[src/obdpid_pkg.sv]
`timescale 1ns / 1ps

package obdpid_pkg;

    localparam int WIN_LEN          = 11;
    localparam int MAX_RESPONSE_LEN = 128;
    localparam int CFG_IDX_W        = 3;

    localparam logic [7:0] CHAR_FOUR = 8'h34;
    localparam logic [7:0] CHAR_ONE  = 8'h31;

    // Register indexes on the configuration channel.
    localparam logic [CFG_IDX_W-1:0] REG_REQUESTED_PID = 3'd0;
    localparam logic [CFG_IDX_W-1:0] REG_RPM_CODE      = 3'd1;
    localparam logic [CFG_IDX_W-1:0] REG_SPEED_CODE    = 3'd2;
    localparam logic [CFG_IDX_W-1:0] REG_COOLANT_CODE  = 3'd3;
    localparam logic [CFG_IDX_W-1:0] REG_VOLTAGE_CODE  = 3'd4;
    localparam logic [CFG_IDX_W-1:0] REG_FUEL_TRIM     = 3'd5;

    localparam logic [7:0] RST_RPM_CODE     = 8'd12;
    localparam logic [7:0] RST_SPEED_CODE   = 8'd13;
    localparam logic [7:0] RST_COOLANT_CODE = 8'd5;
    localparam logic [7:0] RST_VOLTAGE_CODE = 8'd66;
    localparam logic [7:0] RST_FUEL_TRIM    = 8'd6;

    localparam logic [15:0] COOLANT_OFFSET   = 16'd40;
    localparam logic [15:0] FUEL_TRIM_OFFSET = 16'd128;

    // x / 1000 == (x * 67109) >> 26 for every 16-bit x.
    localparam logic [16:0] VOLT_RECIP       = 17'd67109;
    localparam int          VOLT_SHIFT       = 26;

    typedef enum logic [2:0] {
        KIND_PLAIN,
        KIND_RPM,
        KIND_SPEED,
        KIND_COOLANT,
        KIND_VOLTAGE,
        KIND_FUEL_TRIM
    } scale_kind_t;

    typedef struct packed {
        logic shift;
        logic clear;
    } cell_ctrl_t;

    function automatic logic [3:0] nibble_of(input logic [7:0] c);
        logic [7:0] d;
        begin
            d = 8'h00;
            if (c >= 8'h30 && c <= 8'h39) begin
                d = c - 8'h30;
            end else if (c >= 8'h41 && c <= 8'h46) begin
                d = c - 8'h37;
            end else if (c >= 8'h61 && c <= 8'h66) begin
                d = c - 8'h57;
            end
            return d[3:0];
        end
    endfunction

    function automatic logic [7:0] pair_of(input logic [7:0] hi, input logic [7:0] lo);
        return {nibble_of(hi), nibble_of(lo)};
    endfunction

endpackage

[src/obdpid_cell.sv]
`timescale 1ns / 1ps

module obdpid_cell
(
    input  logic                    clk,
    input  logic                    rst_n,
    input  obdpid_pkg::cell_ctrl_t  ctrl,
    input  logic [7:0]              din,
    input  logic                    din_full,
    output logic [7:0]              dout,
    output logic                    dout_full
);

    logic [7:0] byte_reg;
    logic       full_reg;
    logic       full_next;

    always_comb
    begin
        full_next = full_reg;
        if (ctrl.clear) begin
            full_next = 1'b0;
        end else if (ctrl.shift) begin
            full_next = din_full;
        end
    end

    always_ff @(posedge clk or negedge rst_n)
    begin
        if (!rst_n) begin
            full_reg <= 1'b0;
        end else begin
            full_reg <= full_next;
        end
    end

    // The byte needs no clearing: an empty cell is never looked at.
    always_ff @(posedge clk)
    begin
        if (ctrl.shift) begin
            byte_reg <= din;
        end
    end

    assign dout      = byte_reg;
    assign dout_full = full_reg;

endmodule

[src/obdpid_scale.sv]
`timescale 1ns / 1ps

module obdpid_scale
(
    input  obdpid_pkg::scale_kind_t kind,
    input  logic [7:0]              a,
    input  logic [7:0]              b,
    output logic [15:0]             value
);

    logic [15:0] ab;
    logic [32:0] volt_prod;

    assign ab        = {a, b};
    assign volt_prod = {17'd0, ab} * {16'd0, obdpid_pkg::VOLT_RECIP};

    always_comb
    begin
        unique case (kind)
            obdpid_pkg::KIND_RPM:       value = {2'b00, ab[15:2]};
            obdpid_pkg::KIND_SPEED:     value = {8'h00, a};
            obdpid_pkg::KIND_COOLANT:   value = {8'h00, a} - obdpid_pkg::COOLANT_OFFSET;
            obdpid_pkg::KIND_VOLTAGE:
                value = {9'd0, volt_prod[32:obdpid_pkg::VOLT_SHIFT]};
            obdpid_pkg::KIND_FUEL_TRIM: value = {8'h00, a} - obdpid_pkg::FUEL_TRIM_OFFSET;
            default:                    value = {8'h00, a};
        endcase
    end

endmodule

[src/obd_pid_response_decoder.sv]
`timescale 1ns / 1ps

// Channel  Direction  Beat contents
// s_*      in         tdata[7:0] response_byte, tlast last_byte
// m_*      out        tdata[0] found, tdata[16:1] value, tdata[23:17] zero
// cfg_*    in         cfg_index register index, cfg_data value (bits 7:0)
//
// One byte a cycle: the byte shifts into a row of ten cells and the record
// match is made against the row and the incoming byte in the same cycle. A
// result passes the capture stage after its last beat, then the output stage,
// which registers the scaled value (the divide by 1000 is a reciprocal multiply).
// Reset clears the cells, counters and valid flags at once. A stall on m_tready
// holds the two result stages; s_tready drops only when both are full.

module obd_pid_response_decoder
#(
    parameter int MAX_RESPONSE_LEN = obdpid_pkg::MAX_RESPONSE_LEN
)
(
    input  logic                             clk,
    input  logic                             rst_n,
    input  logic                             s_tvalid,
    output logic                             s_tready,
    input  logic [7:0]                       s_tdata,   // [7:0] response_byte
    input  logic                             s_tlast,
    output logic                             m_tvalid,
    input  logic                             m_tready,
    output logic [23:0]                      m_tdata,   // [0] found, [16:1] value
    input  logic                             cfg_valid,
    output logic                             cfg_ready,
    input  logic [obdpid_pkg::CFG_IDX_W-1:0] cfg_index,
    input  logic [7:0]                       cfg_data
);

    localparam int WIN = obdpid_pkg::WIN_LEN;
    localparam int CW  = $clog2(MAX_RESPONSE_LEN + 1);

    // Configuration registers.
    logic [7:0] req_pid_reg, rpm_code_reg, speed_code_reg;
    logic [7:0] coolant_code_reg, voltage_code_reg, fuel_trim_reg;

    assign cfg_ready = 1'b1;

    always_ff @(posedge clk or negedge rst_n)
    begin
        if (!rst_n) begin
            req_pid_reg      <= 8'd0;
            rpm_code_reg     <= obdpid_pkg::RST_RPM_CODE;
            speed_code_reg   <= obdpid_pkg::RST_SPEED_CODE;
            coolant_code_reg <= obdpid_pkg::RST_COOLANT_CODE;
            voltage_code_reg <= obdpid_pkg::RST_VOLTAGE_CODE;
            fuel_trim_reg    <= obdpid_pkg::RST_FUEL_TRIM;
        end else if (cfg_valid) begin
            unique case (cfg_index)
                obdpid_pkg::REG_REQUESTED_PID: req_pid_reg      <= cfg_data;
                obdpid_pkg::REG_RPM_CODE:      rpm_code_reg     <= cfg_data;
                obdpid_pkg::REG_SPEED_CODE:    speed_code_reg   <= cfg_data;
                obdpid_pkg::REG_COOLANT_CODE:  coolant_code_reg <= cfg_data;
                obdpid_pkg::REG_VOLTAGE_CODE:  voltage_code_reg <= cfg_data;
                obdpid_pkg::REG_FUEL_TRIM:     fuel_trim_reg    <= cfg_data;
                default: ;
            endcase
        end
    end

    // Handshake and pipeline control.
    logic s1_valid_reg, s1_valid_next;
    logic m_valid_reg, m_valid_next;
    logic s1_move, s1_free, in_acc, process;

    assign s1_move  = s1_valid_reg && (!m_valid_reg || m_tready);
    assign s1_free  = !s1_valid_reg || s1_move;
    assign s_tready = s1_free;
    assign in_acc   = s_tvalid && s1_free;

    logic [CW-1:0] byte_cnt_reg, byte_cnt_next;
    assign process = in_acc && (byte_cnt_reg < CW'(MAX_RESPONSE_LEN));

    // Window cells: cell WIN-1 takes the new byte, each cell hands on to the one below.
    obdpid_pkg::cell_ctrl_t cell_ctrl;
    logic [7:0] cell_byte [1:WIN-1];
    logic       cell_full [1:WIN-1];

    assign cell_ctrl.shift = process;
    assign cell_ctrl.clear = in_acc && s_tlast;

    genvar gi;
    generate
        for (gi = 1; gi < WIN; gi++) begin : g_cell
            if (gi == WIN - 1) begin : g_head
                obdpid_cell u_cell
                (
                    .clk       (clk),
                    .rst_n     (rst_n),
                    .ctrl      (cell_ctrl),
                    .din       (s_tdata),
                    .din_full  (1'b1),
                    .dout      (cell_byte[gi]),
                    .dout_full (cell_full[gi])
                );
            end else begin : g_body
                obdpid_cell u_cell
                (
                    .clk       (clk),
                    .rst_n     (rst_n),
                    .ctrl      (cell_ctrl),
                    .din       (cell_byte[gi+1]),
                    .din_full  (cell_full[gi+1]),
                    .dout      (cell_byte[gi]),
                    .dout_full (cell_full[gi])
                );
            end
        end
    endgenerate

    // Match against the window as it stands after this byte shifts in:
    // offset j of that window is cell j+1, and offset 10 is the incoming byte.
    logic       matched_reg, matched_next;
    logic [7:0] cap_a_reg, cap_a_next, cap_b_reg, cap_b_next;
    logic       hit;
    logic [7:0] new_a, new_b;

    assign new_a = obdpid_pkg::pair_of(cell_byte[7], cell_byte[8]);
    assign new_b = obdpid_pkg::pair_of(cell_byte[10], s_tdata);
    assign hit   = process && cell_full[1] && !matched_reg
                   && cell_byte[1] == obdpid_pkg::CHAR_FOUR
                   && cell_byte[2] == obdpid_pkg::CHAR_ONE
                   && obdpid_pkg::pair_of(cell_byte[4], cell_byte[5]) == req_pid_reg;

    logic fin_found;
    logic [7:0] fin_a, fin_b;
    assign fin_found = matched_reg || hit;
    assign fin_a     = hit ? new_a : cap_a_reg;
    assign fin_b     = hit ? new_b : cap_b_reg;

    always_comb
    begin
        byte_cnt_next = byte_cnt_reg;
        matched_next  = matched_reg;
        cap_a_next    = cap_a_reg;
        cap_b_next    = cap_b_reg;
        if (in_acc && s_tlast) begin
            byte_cnt_next = '0;
            matched_next  = 1'b0;
            cap_a_next    = 8'd0;
            cap_b_next    = 8'd0;
        end else begin
            if (process) begin
                byte_cnt_next = byte_cnt_reg + CW'(1);
            end
            if (hit) begin
                matched_next = 1'b1;
                cap_a_next   = new_a;
                cap_b_next   = new_b;
            end
        end
    end

    always_ff @(posedge clk or negedge rst_n)
    begin
        if (!rst_n) begin
            byte_cnt_reg <= '0;
            matched_reg  <= 1'b0;
            cap_a_reg    <= 8'd0;
            cap_b_reg    <= 8'd0;
        end else begin
            byte_cnt_reg <= byte_cnt_next;
            matched_reg  <= matched_next;
            cap_a_reg    <= cap_a_next;
            cap_b_reg    <= cap_b_next;
        end
    end

    // Scaling kind, first match wins in the order rpm, speed, coolant, voltage, fuel trim.
    obdpid_pkg::scale_kind_t kind_sel;

    always_comb
    begin
        if (!fin_found) begin
            kind_sel = obdpid_pkg::KIND_PLAIN;
        end else if (req_pid_reg == rpm_code_reg) begin
            kind_sel = obdpid_pkg::KIND_RPM;
        end else if (req_pid_reg == speed_code_reg) begin
            kind_sel = obdpid_pkg::KIND_SPEED;
        end else if (req_pid_reg == coolant_code_reg) begin
            kind_sel = obdpid_pkg::KIND_COOLANT;
        end else if (req_pid_reg == voltage_code_reg) begin
            kind_sel = obdpid_pkg::KIND_VOLTAGE;
        end else if (req_pid_reg == fuel_trim_reg) begin
            kind_sel = obdpid_pkg::KIND_FUEL_TRIM;
        end else begin
            kind_sel = obdpid_pkg::KIND_PLAIN;
        end
    end

    // Capture stage.
    logic                    s1_found_reg;
    logic [7:0]              s1_a_reg, s1_b_reg;
    obdpid_pkg::scale_kind_t s1_kind_reg;
    logic                    s1_load;

    assign s1_load = in_acc && s_tlast;

    always_comb
    begin
        s1_valid_next = s1_valid_reg;
        if (s1_load) begin
            s1_valid_next = 1'b1;
        end else if (s1_move) begin
            s1_valid_next = 1'b0;
        end
    end

    // A miss loads zeros with the plain kind so the scaled value comes out zero.
    always_ff @(posedge clk)
    begin
        if (s1_load) begin
            s1_found_reg <= fin_found;
            s1_a_reg     <= fin_found ? fin_a : 8'd0;
            s1_b_reg     <= fin_found ? fin_b : 8'd0;
            s1_kind_reg  <= kind_sel;
        end
    end

    // Output stage.
    logic [15:0] scaled;
    logic        m_found_reg;
    logic [15:0] m_value_reg;

    obdpid_scale u_scale
    (
        .kind  (s1_kind_reg),
        .a     (s1_a_reg),
        .b     (s1_b_reg),
        .value (scaled)
    );

    always_comb
    begin
        m_valid_next = m_valid_reg;
        if (s1_move) begin
            m_valid_next = 1'b1;
        end else if (m_tready) begin
            m_valid_next = 1'b0;
        end
    end

    always_ff @(posedge clk)
    begin
        if (s1_move) begin
            m_found_reg <= s1_found_reg;
            m_value_reg <= scaled;
        end
    end

    always_ff @(posedge clk or negedge rst_n)
    begin
        if (!rst_n) begin
            s1_valid_reg <= 1'b0;
            m_valid_reg  <= 1'b0;
        end else begin
            s1_valid_reg <= s1_valid_next;
            m_valid_reg  <= m_valid_next;
        end
    end

    assign m_tvalid = m_valid_reg;
    assign m_tdata  = {7'd0, m_value_reg, m_found_reg};

endmodule

[config.mk]
export PLATFORM = sky130hd
export DESIGN_NAME = obd_pid_response_decoder
export DESIGN_NICKNAME = d
export VERILOG_FILES = /design/src/obdpid_pkg.sv /design/src/obdpid_cell.sv /design/src/obdpid_scale.sv /design/src/obd_pid_response_decoder.sv
export SDC_FILE = /design/constraint.sdc
export NUM_CORES = 1
export LEC_CHECK = 0
export ABC_AREA = 0
export BUFFER_PORTS_ARGS = -buffer_cell sky130_fd_sc_hd__clkbuf_2
export CAP_MARGIN = 20
export CORE_MARGIN = 2
export CORE_UTILIZATION = 30
export DETAILED_ROUTE_END_ITERATION = 6
export SYNTH_ARGS = -nofsm -noshare
export SYNTH_HDL_FRONTEND = slang
export SYNTH_SLANG_ARGS = --single-unit
[constraint.sdc]
create_clock -name clk -period 10.9 [get_ports clk]
set_input_delay 2.18 -clock clk [delete_from_list [all_inputs] [get_ports clk]]
set_output_delay 2.18 -clock clk [all_outputs]
set_load 0.05 [all_outputs]
## Word-level counts from Yosys, hierarchy flattened

Cells that the tools add are included.

- Register bits: 202
- Input port bits: 25
- Output and inout bits: 27

- $add $sub $neg: 21
- $mul: 1
- $lt $le $gt $ge: 37
- Eq/ne operators: 17
- Mux-type cells: 56
- Bitwise logic cells: 1
- Reductions and logical operators: 46

Operators with widths:

| operator | count |
|---|---|
| $ge 8x7->1 const B | 12 |
| $le 8x7->1 const B | 12 |
| $mux 4 | 18 |
| $pmux 16 s4 | 1 |
| $eq 8x8->1 | 6 |
| $ge 8x6->1 const B | 6 |
| $le 8x6->1 const B | 6 |
| $mux 8 | 6 |
| $sub 4x3->4 const B | 12 |
| $mul 16x17->33 const B | 1 |
| $logic_and 1x1->1 | 27 |
| $mux 1 | 27 |
| $sub 4x1->4 const B | 6 |
| $eq 8x6->1 const B | 2 |
| $eq 3x3->1 const B | 4 |
| $reduce_and 2->1 | 6 |
| $eq 3x2->1 const B | 3 |
| $sub 8x6->9 const B | 1 |
| $sub 8x8->9 const B | 1 |
| $add 8x1->8 const B | 1 |
| $lt 8x8->1 const B | 1 |
| $reduce_bool 2->1 | 4 |
| $eq 3x1->1 const B | 2 |
| $mux 3 | 2 |
| 7 further kinds | 12 |

## Longest topological paths before layout

- Depth after elaboration: 14
- Gate-level depth with buffers: 18

## Cells and area by module

From an unflattened synthesis, not the netlist that was laid out.

- Cell total of the unflattened synthesis: 1068
- Area total of the unflattened synthesis: 12564.6 um^2

Modules (own cells, without submodules):

| module | times used | cells an instance | area an instance (um^2) |
|---|---|---|---|
| obd_pid_response_decoder | 1 | 534 | 5954.5 |
| obdpid_scale | 1 | 424 | 3819.9 |
| obdpid_cell | 10 | 11 | 279.0 |

## Worst setup path before layout

No wires, ideal clock.

- Kind: input -> register
- Start point: input port m_tready
- End point: register byte_cnt_reg[1]
- Setup time: 0.121 ns
- Data arrival time: 5.144 ns
- Data required time: 10.779 ns
- Setup slack: 5.635 ns
- Stages on the path: 6
- Path buffers: 1
- Cells stage by stage: nand3b_1 > nand3b_1 > inv_1 > nor2_1 > clkbuf_1 > a22o_1

- Longest elaborated chain between the ends: 6
- Elaborated cells on any way between the ends: 8
- Classes of those cells: mux: 1; reduce/logical: 7

Ends and longest elaborated chain:

| element | line | source |
|---|---|---|
| start, declared | obd_pid_response_decoder.sv:27 | `input logic m_tready,` |
| $logic_or 1x1->1 | obd_pid_response_decoder.sv:71 | `assign s1_move = s1_valid_reg && (!m_valid_reg \|\| m_tready);` |
| $logic_and 1x1->1 | obd_pid_response_decoder.sv:71 |  |
| $logic_or 1x1->1 | obd_pid_response_decoder.sv:72 | `assign s1_free = !s1_valid_reg \|\| s1_move;` |
| $logic_and 1x1->1 | obd_pid_response_decoder.sv:74 | `assign in_acc = s_tvalid && s1_free;` |
| $logic_and 1x1->1 | obd_pid_response_decoder.sv:77 | `assign process = in_acc && (byte_cnt_reg < CW'(MAX_RESPONSE_LEN));` |
| via process | obd_pid_response_decoder.sv:69 | `logic s1_move, s1_free, in_acc, process;` |
| $reduce_bool 2->1 (no line) | n/a |  |
| end signal, assigned | obd_pid_response_decoder.sv:167 | `byte_cnt_reg <= byte_cnt_next;` |
| end, declared | obd_pid_response_decoder.sv:76 | `logic [CW-1:0] byte_cnt_reg, byte_cnt_next;` |

The timed path passes the listed nets, and every way through them passes these cells.
A chain may end at the register's enable or synchronous reset.

## Final worst setup path

- Start point: register s1_a_reg[5]
- End point: register m_value_reg[0], data pin

- Longest elaborated chain between the ends: 2

Ends and longest elaborated chain:

| element | line | source |
|---|---|---|
| start, declared | obd_pid_response_decoder.sv:198 | `logic [7:0] s1_a_reg, s1_b_reg;` |
| start signal, assigned | obd_pid_response_decoder.sv:219 | `s1_a_reg <= fin_found ? fin_a : 8'd0;` |
| $mul 16x17->33 | obdpid_scale.sv:15 | `assign volt_prod = {17'd0, ab} * {16'd0, obdpid_pkg::VOLT_RECIP};` |
| $pmux 16 s4 | obdpid_scale.sv:19 | `unique case (kind)` |
| via scaled[0] | obd_pid_response_decoder.sv:226 | `logic [15:0] scaled;` |
| end signal, assigned | obd_pid_response_decoder.sv:252 | `m_value_reg <= scaled;` |
| end, declared | obd_pid_response_decoder.sv:228 | `logic [15:0] m_value_reg;` |

The timed path passes the listed nets, and every way through them passes these cells.

==> impl_results.md <==
- Reg clk slew, reported paths: 60 ps
- Iter 0 DRT Violations: 467
- Critical Path AT: 5500 ps
- Post-Route WL: 24.9 mm
- R2r setup slk: 5610 ps
- Post-layout min period: 5290 ps
- Fillers: 3997
- Commonest cells post-synth: ha_1 (153), edfxtp_1 (116), inv_1 (95)
- Cell area after synthesis: 0.0123 mm2
- Cell variety after synth: 65
- Antenna violations before repair: 0
- Fin Setup TNS: 0 ps
- Hold Crit Class: reg -> reg
- Die area: 0.0426 mm2
- CTS tree: yes
- Port buffer count: 43
- Max cap viols: 0
- Crit path launch type: flop
- First-pass GRT wire length: 40.5 mm
- Vias in the first global route: 7728
- Outcome: finished, final reports clean
- Total clock sinks: 201
- Worst slew margin: 28.5%
- Synth Area per Inst: 11.8 um2
- Power Dens Cells: 157 mW/mm2
- EDFF count, synth: 116
- Placed cell area: 0.0131 mm2
- Multi-input gate area: 0.00615 mm2
- HPWL after detailed placement: 18.5 mm
- Critical-path cell list: ha_1 -> fa_1 -> inv_1 -> fa_1 -> inv_1 -> fa_1 -> fa_1 -> ha_1 -> ha_1 -> a211oi_1 -> o21ai_0 -> a221o_1 -> a31oi_1 -> o21ai_0 -> xnor2_1 -> o221ai_1
- Crit-path slowest cell: edfxtp_1
- Clk_lat worst skew: 530 ps
- Share of layout cells above drive strength 1: 13.9%
- Clk buf depth: 3
- Setup WS pre-CTS: 5660 ps
- Sequential element share of the synthesized area: 45.7%
- Setup crit end kind: flop
- Die H: 206 um
- I/O Pins: 52
- CTS Buf Count: 22
- Hold Path Stages: 0
- Post-synth top area cell: edfxtp_1
- VDD IR-drop max: 0.0882 mV
- Number of cell rows: 74
- Largest net degree at the start of global routing: 76
- GPL Wtd Cong: 0.879
- Synth top area cells: edfxtp_1 (28%), ha_1 (16%), dfrtp_1 (15%)
- Fin nets: 1297
- Post-synthesis register bit count: 201
- Primary FF master, synth: edfxtp_1
- ANT nets after route: 0
- # diodes: 0
- Async SR Flop Fraction: 42.3%
- Max-slew violations: 0
- Critical Path RT: 11110 ps
- Leak Pwr: 6.03 nW
- Worst Skew: 35.7 ps
- Most frequent cell after synthesis: ha_1
- Final Hold Viols: 0
- Crit share post-route: 48.5%
- Layout area overhead: 12.0%
- Ys Warns: 0
- Fmax: 0.189 GHz
- WP buf/inv: 2
- Synth Instances: 1040
- Register area: 0.00562 mm2
- Setup Viol. Count Final: 0
- Max FO, Critical Path: 12
- Cell chosen for the clock root: clkbuf_16
- DR vias: 7829
- CP top delay family: adder cells
- Max reg flops: 72
- GR Overflow Total: 0
- Register-to-Register Path Depth: 16
- Post-route cell area: 0.0138 mm2
- Core area: 0.0406 mm2
- Top cell type's share of synthesized area: 28.3%
- H-tree levels: 1
- Die X: 206 um
- R2r startpoint: s1_a_reg[5]
- Slack of the critical path: 5610 ps
- Hold path endpoint: g_cell[8].g_body.u_cell.dout[5]
- Post-cts gate resize count: 0
- RSZ-0062 raised after global routing: false
- DRC viols: 0
- GRT Total Usage: 11.8%
- Max incr delay on CP: 630 ps
- WS Path Type: reg -> reg
- Reg-to-reg endpoint: m_value_reg[0]
- Post-CTS Setup Inserts: 0
- DR WL/cell: 15.3 um
- Post-layout util: 33.9%
- Hold wc startpoint: g_cell[9].g_body.u_cell.dout[5]
- CP dominant cell by count: fa_1
- Routed vias/inst: 4.81
- # hold bufs at CTS: 0
- Starting Density: 30.3%
- Worst-Margin Slew: 1060 ps
- Pre-antenna DRT Iters: 4
[metal layers]
metal | up-vias | global-route usage (%) | wire length [um]
met5 | - | 0 | 0
met4 | 0 | 2.24 | 409
met3 | 28 | 1.84 | 867
met2 | 116 | 18.5 | 11200
met1 | 3866 | 17.2 | 12500
li1 | 3819 | - | -
[layout make-up]
type	count	share of cell area (%)
multi-input combinational	710	44.7
sequential	201	40.8
tap	532	4.83
clock buffer	36	4.66
inverter	97	2.64
timing repair buffer	48	1.85
clock inverter	4	0.536
[where the power goes]
part	internal (mW)	switching [mW]
Sequential	0.890	0.0723
Combinational	0.206	0.258
Clock	0.430	0.306
Total	1.53	0.636
[through the flow]
| stage | hold WS [ps] | std cells | power (mW) |
|---|---|---|---|
| 3_5_place_dp | 405 | 1587 | 1.44 |
| 6_report | 417 | 1628 | 2.16 |
| 2_1_floorplan | 400 | 1046 | 1.32 |
| 3_3_place_gp | 400 | 1586 | 1.43 |
| 5_1_grt | 425 | 1628 | 2.29 |
| 4_1_cts | 419 | 1627 | 2.18 |
[cells by family (layout without fill, tap and decap cells)]
family	Yosys count	count (layout)	share of synthesized area (%)
buffers and inverters	135	185	4.52
muxes	56	56	5.08
xor gates and xnor gates	51	51	3.63
and+or+nand+nor	214	214	9.06
other	2	8	0.0611
AOI/OAI and AO/OA	189	189	10.0
DFF	201	201	45.7
adders and majority gates	192	192	21.9
[worst reg2reg max path, stage by stage (launching register included)]
cell      delay, ps
edfxtp_1        630
ha_1            330
fa_1            490
inv_1            60
fa_1            490
inv_1            50
fa_1            560
fa_1            430
ha_1            310
ha_1            310
a211oi_1        180
o21ai_0         130
a221o_1         340
a31oi_1         150
o21ai_0         150
xnor2_1         210
o221ai_1        180
[placed cells by master (no fill, tap or decap), drive strengths merged, types with 6 or more instances in the layout]
cell	synthesis	layout
ha	153	153
edfxtp	116	116
inv	95	95
clkbuf	24	78
nand2	77	77
dfrtp	74	74
a21oi	51	51
mux2	51	51
o21ai	47	47
fa	39	39
nor2	29	29
xor2	29	29
nand3	23	23
xnor2	22	22
a22o	15	15
nor3	11	11
dfstp	11	11
nor4	11	11
nand4	9	9
o21bai	9	9
nor4b	9	9
nand2b	8	8
a211oi	8	8
conb	2	8
a21o	7	7
a311oi	7	7
or3	6	6
buf	14	6
[worst max path at each step]
stage	startpoint	to	slack, ps	cells after the start
2_1_floorplan	m_tready	byte_cnt_reg[1]	5640	6
3_3_place_gp	s1_a_reg[5]	m_value_reg[5]	5720	16
3_5_place_dp	s1_a_reg[5]	m_value_reg[0]	5660	16
4_1_cts	s1_a_reg[5]	m_value_reg[0]	5620	16
5_1_grt	s1_a_reg[5]	m_value_reg[5]	5340	16
6_report	s1_a_reg[5]	m_value_reg[0]	5610	16
Note: power is estimated with default switching activity, not from simulation.
